**config.mk**
```make
export PLATFORM = sky130hd
export DESIGN_NAME = altitude_average_percent_unit
export DESIGN_NICKNAME = d
export VERILOG_FILES = /design/src/sv/aap_pkg.sv /design/src/sv/aap_ram.sv /design/src/sv/aap_serdiv.sv /design/src/sv/altitude_average_percent_unit.sv
export SDC_FILE = /design/constraint.sdc
export NUM_CORES = 1
export LEC_CHECK = 0
export BUFFER_PORTS_ARGS = -buffer_cell sky130_fd_sc_hd__buf_2
export CORE_AREA = 2 2 192 156
export CTS_BUF_LIST = sky130_fd_sc_hd__clkbuf_16
export DETAILED_ROUTE_END_ITERATION = 7
export DIE_AREA = 0 0 194 158
export PLACE_DENSITY = 0.78
export SYNTH_ARGS = -nofsm -noshare
export SYNTH_HDL_FRONTEND = slang
export SYNTH_SLANG_ARGS = --single-unit
```
**constraint.sdc**
```tcl
create_clock -name clk -period 5.5 [get_ports clk]
set_input_delay 0.55 -clock clk [delete_from_list [all_inputs] [get_ports clk]]
set_output_delay 0.55 -clock clk [all_outputs]
set_load 0.01 [all_outputs]
```
**src/sv/aap_pkg.sv**
```systemverilog
`default_nettype none

package aap_pkg;

  localparam int SAMPLE_W          = 12;
  localparam int PCT_W             = 8;
  localparam int PROD_W            = 19;
  localparam int BUF_DEPTH_DEFAULT = 16;
  localparam int CALIB_FACTOR      = 10;
  localparam int SCALE             = 100;
  localparam int PCT_MAX           = 250;
  localparam int PCT_MIN           = 5;

  localparam logic [SAMPLE_W-1:0] SWING_RESET = 12'd800;

endpackage

`default_nettype wire

```
**src/sv/aap_ram.sv**
```systemverilog
`default_nettype none

module aap_ram #(
  parameter int WIDTH = 12,
  parameter int DEPTH = 16
) (
  input  wire logic                     clk,
  input  wire logic                     wr_en,
  input  wire logic [$clog2(DEPTH)-1:0] wr_addr,
  input  wire logic [WIDTH-1:0]         wr_data,
  input  wire logic                     rd_en,
  input  wire logic [$clog2(DEPTH)-1:0] rd_addr,
  output logic      [WIDTH-1:0]         rd_data
);

  logic [WIDTH-1:0] mem_r [DEPTH];
  logic [WIDTH-1:0] rd_data_r;

  always_ff @(posedge clk) begin
    if (wr_en) begin
      mem_r[wr_addr] <= wr_data;
    end
    if (rd_en) begin
      rd_data_r <= mem_r[rd_addr];
    end
  end

  assign rd_data = rd_data_r;

endmodule

`default_nettype wire

```
**src/sv/aap_serdiv.sv**
```systemverilog
`default_nettype none

// Restoring divider: one quotient bit per cycle, MSB first.
module aap_serdiv #(
  parameter int NUM_W = 19,
  parameter int DEN_W = 12
) (
  input  wire logic             clk,
  input  wire logic             rst_n,
  input  wire logic             start,
  input  wire logic [NUM_W-1:0] num,
  input  wire logic [DEN_W-1:0] den,
  output logic                  done,
  output logic      [NUM_W-1:0] quo
);

  localparam int CNT_W = $clog2(NUM_W);

  logic             busy_r, busy_nxt;
  logic             done_r, done_nxt;
  logic [CNT_W-1:0] cnt_r, cnt_nxt;
  logic [NUM_W-1:0] acc_r, acc_nxt;
  logic [DEN_W-1:0] rem_r, rem_nxt;
  logic [DEN_W-1:0] den_r, den_nxt;
  logic [DEN_W+1:0] trial;

  always_comb begin
    busy_nxt = busy_r;
    done_nxt = 1'b0;
    cnt_nxt  = cnt_r;
    acc_nxt  = acc_r;
    rem_nxt  = rem_r;
    den_nxt  = den_r;
    trial    = {1'b0, rem_r, acc_r[NUM_W-1]} - {2'b00, den_r};
    if (start) begin
      busy_nxt = 1'b1;
      cnt_nxt  = '0;
      acc_nxt  = num;
      rem_nxt  = '0;
      den_nxt  = den;
    end else if (busy_r) begin
      // A clear top bit means the shifted remainder was at least the divisor.
      if (!trial[DEN_W+1]) begin
        rem_nxt = trial[DEN_W-1:0];
        acc_nxt = {acc_r[NUM_W-2:0], 1'b1};
      end else begin
        rem_nxt = {rem_r[DEN_W-2:0], acc_r[NUM_W-1]};
        acc_nxt = {acc_r[NUM_W-2:0], 1'b0};
      end
      cnt_nxt = cnt_r + 1'b1;
      if (cnt_r == CNT_W'(NUM_W - 1)) begin
        busy_nxt = 1'b0;
        done_nxt = 1'b1;
      end
    end
  end

  always_ff @(posedge clk) begin
    if (!rst_n) begin
      busy_r <= 1'b0;
      done_r <= 1'b0;
      cnt_r  <= '0;
    end else begin
      busy_r <= busy_nxt;
      done_r <= done_nxt;
      cnt_r  <= cnt_nxt;
    end
    acc_r <= acc_nxt;
    rem_r <= rem_nxt;
    den_r <= den_nxt;
  end

  assign done = done_r;
  assign quo  = acc_r;

endmodule

`default_nettype wire

```
**src/sv/altitude_average_percent_unit.sv**
```systemverilog
`default_nettype none

// Channel   Direction  Handshake            Payload
// in_       input      in_valid / in_stall  in_sample[11:0]
// out_      output     out_valid/out_stall  out_altitude_percent[7:0]
// cfg_      input      cfg_valid/cfg_ready  cfg_full_swing[11:0]
//
// A calibration sample passes through a ring read, then the sum and reference update.
// A measuring sample goes on to the mean, the scaling and the serial divider for the
// percentage; a depth that is not a power of two also takes the mean from the same
// divider. NUM_W is the larger of 19 and 12 + ceil(log2(depth)).
// Reset is synchronous and needs no clearing pass; ring data is only used once written.
// The output register lets the next request in while a result is stalled.
module altitude_average_percent_unit #(
  parameter int BUF_DEPTH = aap_pkg::BUF_DEPTH_DEFAULT
) (
  input  wire logic                         clk,
  input  wire logic                         rst_n,
  input  wire logic                         in_valid,
  output logic                              in_stall,
  input  wire logic [aap_pkg::SAMPLE_W-1:0] in_sample,
  output logic                              out_valid,
  input  wire logic                         out_stall,
  output logic      [aap_pkg::PCT_W-1:0]    out_altitude_percent,
  input  wire logic                         cfg_valid,
  output logic                              cfg_ready,
  input  wire logic [aap_pkg::SAMPLE_W-1:0] cfg_full_swing
);

  localparam int SW      = aap_pkg::SAMPLE_W;
  localparam int PW      = aap_pkg::PCT_W;
  localparam int PTR_W   = $clog2(BUF_DEPTH);
  localparam int SUM_W   = SW + PTR_W;
  localparam int CALIB   = aap_pkg::CALIB_FACTOR * BUF_DEPTH + 1;
  localparam int CNT_W   = $clog2(CALIB + 1);
  localparam int NUM_W   = (SUM_W > aap_pkg::PROD_W) ? SUM_W : aap_pkg::PROD_W;
  localparam bit IS_POW2 = (BUF_DEPTH & (BUF_DEPTH - 1)) == 0;
  localparam logic [SUM_W-1:0] HALF = SUM_W'(BUF_DEPTH / 2);

  typedef enum logic [6:0] {
    ST_IDLE      = 7'b0000001,
    ST_UPD       = 7'b0000010,
    ST_MEAN      = 7'b0000100,
    ST_MEAN_WAIT = 7'b0001000,
    ST_SCALE     = 7'b0010000,
    ST_PCT_WAIT  = 7'b0100000,
    ST_PUSH      = 7'b1000000
  } state_t;

  state_t           state_r, state_nxt;
  logic [SW-1:0]    sample_r, sample_nxt;
  logic [SUM_W-1:0] sum_r, sum_nxt;
  logic [PTR_W-1:0] pos_r, pos_nxt;
  logic [CNT_W-1:0] calib_cnt_r, calib_cnt_nxt;
  logic [SW-1:0]    ref_r, ref_nxt;
  logic             calibrated_r, calibrated_nxt;
  logic [SW-1:0]    swing_r, swing_nxt;
  logic [SW-1:0]    mean_r, mean_nxt;
  logic [PW-1:0]    pct_r, pct_nxt;
  logic             out_valid_r, out_valid_nxt;
  logic [PW-1:0]    out_pct_r, out_pct_nxt;

  logic             in_accept;
  logic [SW-1:0]    ring_rd;
  logic             ring_we;
  logic [SW-1:0]    sub_val;
  logic [CNT_W-1:0] cnt_inc;
  logic [SUM_W-1:0] sum_round;
  logic [SUM_W-1:0] mean_shift;
  logic [SW-1:0]    diff;
  logic [aap_pkg::PROD_W-1:0] prod;
  logic             div_start;
  logic [NUM_W-1:0] div_num;
  logic [SW-1:0]    div_den;
  logic             div_done;
  logic [NUM_W-1:0] div_quo;

  assign in_accept = in_valid && !in_stall;
  assign in_stall  = (state_r != ST_IDLE);
  assign cfg_ready = 1'b1;

  aap_ram #(
    .WIDTH (SW),
    .DEPTH (BUF_DEPTH)
  ) u_ring (
    .clk     (clk),
    .wr_en   (ring_we),
    .wr_addr (pos_r),
    .wr_data (sample_r),
    .rd_en   (in_accept),
    .rd_addr (pos_r),
    .rd_data (ring_rd)
  );

  aap_serdiv #(
    .NUM_W (NUM_W),
    .DEN_W (SW)
  ) u_div (
    .clk   (clk),
    .rst_n (rst_n),
    .start (div_start),
    .num   (div_num),
    .den   (div_den),
    .done  (div_done),
    .quo   (div_quo)
  );

  always_comb begin
    sub_val    = (calib_cnt_r >= CNT_W'(BUF_DEPTH)) ? ring_rd : '0;
    cnt_inc    = calib_cnt_r + 1'b1;
    sum_round  = sum_r + HALF;
    mean_shift = sum_round >> PTR_W;
    diff       = ref_r - mean_r;
    prod       = aap_pkg::PROD_W'(diff) * aap_pkg::PROD_W'(aap_pkg::SCALE);
  end

  always_comb begin
    state_nxt      = state_r;
    sample_nxt     = sample_r;
    sum_nxt        = sum_r;
    pos_nxt        = pos_r;
    calib_cnt_nxt  = calib_cnt_r;
    ref_nxt        = ref_r;
    calibrated_nxt = calibrated_r;
    mean_nxt       = mean_r;
    pct_nxt        = pct_r;
    out_valid_nxt  = out_valid_r;
    out_pct_nxt    = out_pct_r;
    ring_we        = 1'b0;
    div_start      = 1'b0;
    div_num        = NUM_W'(sum_round);
    div_den        = SW'(BUF_DEPTH);

    if (out_valid_r && !out_stall) begin
      out_valid_nxt = 1'b0;
    end

    if (cfg_valid) begin
      swing_nxt = cfg_full_swing;
    end else begin
      swing_nxt = swing_r;
    end

    unique case (state_r)
      ST_IDLE: begin
        if (in_accept) begin
          sample_nxt = in_sample;
          state_nxt  = ST_UPD;
        end
      end
      ST_UPD: begin
        ring_we = 1'b1;
        sum_nxt = sum_r - SUM_W'(sub_val) + SUM_W'(sample_r);
        pos_nxt = (pos_r == PTR_W'(BUF_DEPTH - 1)) ? '0 : pos_r + 1'b1;
        if (!calibrated_r) begin
          if (sample_r > ref_r) begin
            ref_nxt = sample_r;
          end
          calib_cnt_nxt = cnt_inc;
          if (cnt_inc >= CNT_W'(CALIB)) begin
            calibrated_nxt = 1'b1;
          end
          state_nxt = ST_IDLE;
        end else begin
          state_nxt = ST_MEAN;
        end
      end
      ST_MEAN: begin
        if (IS_POW2) begin
          mean_nxt  = SW'(mean_shift);
          state_nxt = ST_SCALE;
        end else begin
          div_start = 1'b1;
          state_nxt = ST_MEAN_WAIT;
        end
      end
      ST_MEAN_WAIT: begin
        if (div_done) begin
          mean_nxt  = SW'(div_quo);
          state_nxt = ST_SCALE;
        end
      end
      ST_SCALE: begin
        div_num = NUM_W'(prod);
        div_den = swing_r;
        // A mean above the reference or a zero swing gives no valid percentage.
        if (swing_r == '0 || mean_r > ref_r) begin
          pct_nxt   = '0;
          state_nxt = ST_PUSH;
        end else begin
          div_start = 1'b1;
          state_nxt = ST_PCT_WAIT;
        end
      end
      ST_PCT_WAIT: begin
        if (div_done) begin
          if (div_quo > NUM_W'(aap_pkg::PCT_MAX) || div_quo < NUM_W'(aap_pkg::PCT_MIN)) begin
            pct_nxt = '0;
          end else begin
            pct_nxt = PW'(div_quo);
          end
          state_nxt = ST_PUSH;
        end
      end
      ST_PUSH: begin
        if (!out_valid_r || !out_stall) begin
          out_valid_nxt = 1'b1;
          out_pct_nxt   = pct_r;
          state_nxt     = ST_IDLE;
        end
      end
      default: begin
        state_nxt = ST_IDLE;
      end
    endcase
  end

  always_ff @(posedge clk) begin
    if (!rst_n) begin
      state_r      <= ST_IDLE;
      sum_r        <= '0;
      pos_r        <= '0;
      calib_cnt_r  <= '0;
      ref_r        <= '0;
      calibrated_r <= 1'b0;
      swing_r      <= aap_pkg::SWING_RESET;
      out_valid_r  <= 1'b0;
    end else begin
      state_r      <= state_nxt;
      sum_r        <= sum_nxt;
      pos_r        <= pos_nxt;
      calib_cnt_r  <= calib_cnt_nxt;
      ref_r        <= ref_nxt;
      calibrated_r <= calibrated_nxt;
      swing_r      <= swing_nxt;
      out_valid_r  <= out_valid_nxt;
    end
    sample_r  <= sample_nxt;
    mean_r    <= mean_nxt;
    pct_r     <= pct_nxt;
    out_pct_r <= out_pct_nxt;
  end

  assign out_valid            = out_valid_r;
  assign out_altitude_percent = out_pct_r;

endmodule

`default_nettype wire

```
; Yosys cells after proc, flatten, opt, wreduce, memory -nomap -nowiden
; Memories as Yosys holds them, arrays and structs flattened. A register that Yosys moved wholly into a read port is not among the register bits.
; Index checks and enable logic that the tools add are counted.
[classes]
multipliers = 1
n_addsub = 8
n_reduce_logical = 21
bitwise = 3
magnitude_cmp = 6
n_mux = 34
n_eq_ne = 15
[op_table]
columns = cell, n
row1 = $mux W19, 3
row2 = $pmux W7 S7, 1
row3 = $mux W12, 3
row4 = $mux W7, 5
row5 = $gt A12 B12 Y1, 2
row6 = $mux W8, 3
row7 = $pmux W12 S2, 1
row8 = $gt A19 B8 Y1 const B, 1
row9 = $lt A19 B3 Y1 const B, 1
row10 = $mul A12 B5 Y17 const B, 1
row11 = $add A16 B12 Y16, 1
row12 = $add A16 B4 Y16 const B, 1
row13 = $pmux W8 S2, 1
row14 = $sub A16 B12 Y16, 1
row15 = $mux W1, 15
row16 = $sub A13 B12 Y14, 1
row17 = $logic_not A12 Y1, 1
row18 = $sub A12 B12 Y12, 1
row19 = $add A8 B1 Y8 const B, 1
row20 = $ge A8 B5 Y1 const B, 1
row21 = $ge A8 B8 Y1 const B, 1
row22 = $reduce_and A2 Y1, 4
row23 = $eq A7 B1 Y1 const B, 1
row24 = $eq A7 B2 Y1 const B, 1
row25 = other kinds (23), 36
[totals]
ff_bits = 151
ramBits = 192
elab_cells = 107
out_inout_bits = 11
memories = 1
[mem_list]
columns = name, depth, word_bits, read_ports, rd_clocked_by_memory_dff, wr, line_no
row1 = u_ring.mem_r, 16, 12, 1, 1, 1, aap_ram.sv:16  ; logic [WIDTH-1:0] mem_r [DEPTH];

; Longest topological paths before layout
[logic_depth]
ltp_word = 5
depth_mapped = 23

; Hierarchy
; Synthesis repeated with hierarchy kept, for this count alone.
[hier_totals]
cells_unflattened = 1391
area_unflattened_um2 = 17889.7
[by_module_without_submodules]
columns = module, area_each_um2, n_inst, cells_each
row1 = aap_ram, 7719.9, 1, 329
row2 = altitude_average_percent_unit, 7558.5, 1, 830
row3 = aap_serdiv, 2611.3, 1, 232

; Worst setup path after synthesis
; Ideal clock, no wire load.
[synth_path]
path_type = reg-to-reg
startpoint = reg ref_r[0]
endpoint = reg u_div.acc_r[18], in the netlist u_div.quo[18], data pin
required_time_ns = 5.346
setup_slack_ns = 0.745
path_stages_with_launch = 20
arrival_time_ns = 4.600
setup_ns = 0.154
period_less_slack_ns = 4.755
cell_sequence = dfxtp_1 -> inv_1 -> ha_1 -> fa_1 -> nor2b_1 -> o31a_1 -> o221ai_2 -> a21bo_2 -> a21boi_0 -> nor2_1 -> ha_1 -> ha_1 -> inv_1 -> fa_1 -> inv_1 -> ha_1 -> a2111oi_2 -> nor3_2 -> or4_4 -> a41oi_2
[synth_via]
elab_chain_len = 5
word_cells_on_any_way = 8
[synth_lines]
columns = item, line_no
row1 = start: declaration, altitude_average_percent_unit.sv:55  ; logic [SW-1:0] ref_r, ref_nxt;
row2 = start signal: assignment, altitude_average_percent_unit.sv:233  ; ref_r <= ref_nxt;
row3 = branches (longest 4 deep; another with $mul A12 B5 Y17), n/a
row4 = $mux W19 *, aap_serdiv.sv:35  ; if (start) begin
row5 = net u_div.acc_nxt[18], aap_serdiv.sv:22  ; logic [NUM_W-1:0] acc_r, acc_nxt;
row6 = end signal: assignment, aap_serdiv.sv:68  ; acc_r <= acc_nxt;
row7 = end: declaration, aap_serdiv.sv:22
; Mark *: on every way through the listed nets, which the timed path passes.
; A chain may end at the register's enable or synchronous reset.

; Worst setup path after layout
; Ends and elaborated chain as after synthesis.

==> out/results.env <==
RUN_STATUS='finished, final reports clean'
NETLIST-CELL-TYPE-COUNT=72
INITIAL_CORE_UTILIZATION=0.609
SWITCHINGPOWER_mW=1.57
FINALHOLDVIOLATIONS=0
POST-ROUTE-PERIOD-UTIL=0.939
SYNTH_TOP_AREA_FRAC=0.470
GRT_MAX_DEGREE=55
POWER.SWITCHING_FRACTION=0.251
CLKLATENCYLATEPIN_NS=0.54
LKG_PWR_nW=7.38
CTS_MADE_BUFFERS=36
MIN-DELAY-PATH-CLASS='input pin to flop'
CTS_RESIZED=0
POST-CTS-SETUP-BUFFER-COUNT=0
PLACE.DETAILED.HPWL_UM=25000
DR_TOTAL_VIAS=11158
FIRST_ITER_VIOLATIONS=1201
AVERAGE_FOOTPRINT_OF_A_SYNTHESIZED_CELL_UM2=12.6
COREAREA_UM2=28900
CRITPATHCAPTURETYPE='flop'
CLOCK.FMAX_GHz=0.194
CRITICAL_PATH.REG2REG.STARTPOINT='ref_r[0]'
CTS_TREE='done'
SETUP.REG_TO_REG.WORST_SLACK_NS=0.34
CRIT_PATH_MAX_FANOUT=6
SYNTHESIS.INSTANCES=1395
DRT_DRC_VIOLATIONS_LEFT=0
PEAKVDDDROP_uV=282
YS_DOMINANT_REG_CELL='sky130_fd_sc_hd__edfxtp_1'
DRT_WL_TOTAL_UM=37600
YOSYS_WARNINGS=0
GRT_FIRST_PASS_WIRELENGTH_UM=59100
HOLDCRITSTARTPOINT='in_sample[6]'
ROUTE.ANTENNA.REMAINING_NETS=0
CTS_HOLD_BUFFERS=0
GLOBALPLACE.CONGESTION=0.854
CLOCK_PATH_BUFFERS=3
SYNTH.YOSYS.SEQ_AREA_SHARE=0.560
SYNTH_SEQ_CELLS=354
CRIT_REQUIRED_NS=5.88
DIE_H_UM=158
SYNTH_TOP_CELLS_BY_AREA='sky130_fd_sc_hd__edfxtp_1, sky130_fd_sc_hd__dfxtp_1, sky130_fd_sc_hd__mux4_2'
CLK_ROOT_BUFFER_CELL='sky130_fd_sc_hd__clkbuf_16'
HOLD_WS_NS=0.188
TIGHTESTPINTRANSITION_NS=1.29
MAPPEDNETLISTAREA_UM2=17600
FINAL-MAX-SLEW-VIOLATION-COUNT=0
GRT_OVERFLOW=0
WORSTREG2REGEND='u_div.quo[18]'
FIN_CRIT_NS=5.16
NUMBER_OF_GLOBAL_ROUTE_VIAS_BEFORE_REPAIR=10816
CELLPOWERDENSITY_nW_PER_UM2=320
MAX_CAP_VIOLATIONS=0
GRT_USAGE=0.248
AREA_GROWTH_SYN_TO_LAYOUT_PCT=11.0
WORST-R2R-CELL-COUNT=19
HOLD_PATH_END='sample_r[6]'
CORE.ROWCOUNT=56
DIE_X_UM=194
HOLD-PATH-CELL-COUNT=1
NUMBER_OF_ENABLE_TYPE_REGISTER_CELLS_IN_THE_SYNTHESIZED_NETLIST=275
SETUP_REPAIR_AFTER_GLOBAL_ROUTING_MISSED_ITS_MARGIN='false'
RELATIVE_SLEW_MARGINS=0.133
CLOCK_POWER_SHARE=0.389
TOP_LEVEL_PORTS=40
CLOCK_TREE.HTREE_LEVEL_COUNT=2
COMBPWRFRAC=0.128
PWR-SHARE-SEQ=0.482
SYNTH.LARGEST_AREA_CELL='sky130_fd_sc_hd__edfxtp_1'
SETUP.WORST_PATH.CLASS='flop to flop'
CLOCK_SINK_COUNT=354
WORSTSETUPSTARTPOINTTYPE='flop'
SETUP_VIOLATIONS=0
ANTENNA-DIODE-COUNT=0
FIRSTDRTPASSITERS=5
BUFFER_PORTS.INSERTED=38
WL_PER_CELL_UM=20.2
VIAS_PER_CELL=5.99
ASYNCSETRESETFLOPFRACSYNTH=0
FINAL.SETUP_SKEW_NS=0.0166
SYNTH_FP_NETS=1549
WORSTPATHARRIVAL_NS=5.54
FINAL.SETUP.TNS_NS=0
TOTAL_NETS_FINAL=1611
DRIVE_ABOVE_1_SHARE=0.146
FINAL_CORE_UTIL=0.676
GRT_ANTENNA_BEFORE_REPAIR=0
CLK_TRANSITION_REPORTED_PATHS_NS=0.06
DIEAREA_UM2=30700
CELLINTERNALPOWER_mW=4.67
## layer usage
layer	routed length, um	GRT usage
met1	16600	0.361
met2	17100	0.394
met3	3240	0.0401
met4	692	0.0639
met5	0	0
## cell usage in the layout, fill, tap and decap left out, types with 9 or more instances in the layout
cell type / count
sky130_fd_sc_hd__a31oi_1: 17
sky130_fd_sc_hd__clkbuf_16: 37
sky130_fd_sc_hd__nand2_1: 107
sky130_fd_sc_hd__and2_1: 31
sky130_fd_sc_hd__xor2_1: 16
sky130_fd_sc_hd__a21oi_1: 40
sky130_fd_sc_hd__edfxtp_1: 275
sky130_fd_sc_hd__mux4_2: 60
sky130_fd_sc_hd__buf_4: 35
sky130_fd_sc_hd__mux2i_1: 15
sky130_fd_sc_hd__nand4_1: 13
sky130_fd_sc_hd__nand3_1: 37
sky130_fd_sc_hd__o21a_1: 13
sky130_fd_sc_hd__fa_1: 20
sky130_fd_sc_hd__ha_1: 105
sky130_fd_sc_hd__nand2b_1: 9
sky130_fd_sc_hd__nor2_1: 75
sky130_fd_sc_hd__a21o_1: 13
sky130_fd_sc_hd__a21boi_0: 9
sky130_fd_sc_hd__xnor2_1: 39
sky130_fd_sc_hd__nor2b_1: 36
sky130_fd_sc_hd__dfxtp_1: 77
sky130_fd_sc_hd__inv_1: 149
sky130_fd_sc_hd__o21ai_0: 69
sky130_fd_sc_hd__buf_2: 38
sky130_fd_sc_hd__nor3_1: 20
## synthesized netlist by cell type (all sizes together) (16+ instances only)
cell / n
mux4: 60
nor2b: 36
nor3: 25
nand2: 107
xnor2: 39
ha: 105
o21ai: 69
dfxtp: 79
a31oi: 17
and2: 31
a21oi: 40
xor2: 16
fa: 20
nor2: 77
edfxtp: 275
nand3: 37
inv: 141
clkbuf: 35
## power by group through the flow
stage                     Sequential [mW]  Clock [mW]  Combinational [mW]
after floorplan                      3.05           0               0.586
after global placement               3.06           0               0.758
after detailed placement             3.07           0               0.785
after CTS                            3.01        2.45               0.794
after global routing                 3.02        2.55               0.897
final                                3.01        2.43               0.800
## through the flow
step                      power, mW  instance area (um2)  setup slack, ns  instances
final                          6.24                19500            0.337       1862
after global routing           6.46                19500          0.00179       1862
after CTS                      6.26                19500            0.364       1862
after detailed placement       3.85                18300            0.375       1796
after global placement         3.82                18300            0.521       1796
after floorplan                3.64                17600            0.745       1395
## layout make-up
type / instances / area (um2)
Fill cell: 2015 / 9360
Clock buffer: 37 / 926
Timing Repair Buffer: 73 / 453
Tap cell: 377 / 472
Inverter: 142 / 533
Multi-Input combinational cell: 850 / 7030
Clock inverter: 29 / 248
Sequential cell: 354 / 9840
## state kept, by name, indices dropped and copies added, names as in the netlist, 12 cells and up
| name | count |
|---|---|
| u_div.den_r | 12 |
| mean_r | 12 |
| swing_r | 12 |
| u_ring.rd_data | 12 |
| u_div.rem_r | 12 |
| u_ring.mem_r | 192 |
| sum_r | 16 |
| u_div.quo | 19 |
| sample_r | 12 |
| ref_r | 12 |
## critical path, stage by stage, from the launching register on
cell                        delay, ns
sky130_fd_sc_hd__dfxtp_1         0.36
sky130_fd_sc_hd__inv_1           0.05
sky130_fd_sc_hd__ha_1            0.22
sky130_fd_sc_hd__fa_1            0.40
sky130_fd_sc_hd__nor2b_1         0.18
sky130_fd_sc_hd__o31a_1          0.22
sky130_fd_sc_hd__o221ai_2        0.16
sky130_fd_sc_hd__a21bo_2         0.24
sky130_fd_sc_hd__a21boi_0        0.33
sky130_fd_sc_hd__nor2_1          0.14
sky130_fd_sc_hd__ha_1            0.32
sky130_fd_sc_hd__ha_1            0.28
sky130_fd_sc_hd__inv_1           0.05
sky130_fd_sc_hd__fa_1            0.54
sky130_fd_sc_hd__inv_1           0.04
sky130_fd_sc_hd__ha_1            0.26
sky130_fd_sc_hd__a2111oi_2       0.39
sky130_fd_sc_hd__nor3_2          0.15
sky130_fd_sc_hd__or4_4           0.50
sky130_fd_sc_hd__a41oi_2         0.17
## how the worst max path moves through the flow
stage,startpoint,to,cells after the start
floorplan,ref_r[0],u_div.quo[18],19
global placement,ref_r[0],u_div.quo[18],19
detailed placement,ref_r[0],u_div.quo[18],19
CTS,ref_r[0],u_div.quo[18],19
global route,ref_r[0],u_div.quo[18],19
finish,ref_r[0],u_div.quo[18],19
## cells by family after synthesis
| family | synth area share |
|---|---|
| compound gates | 0.0778 |
| xor+xnor | 0.0274 |
| fa+ha+maj | 0.0976 |
| buf+inv | 0.0417 |
| flops | 0.560 |
| mux | 0.0861 |
| other cells | 0.000213 |
| simple gates | 0.109 |
Note: power is estimated with default switching activity, not from simulation.
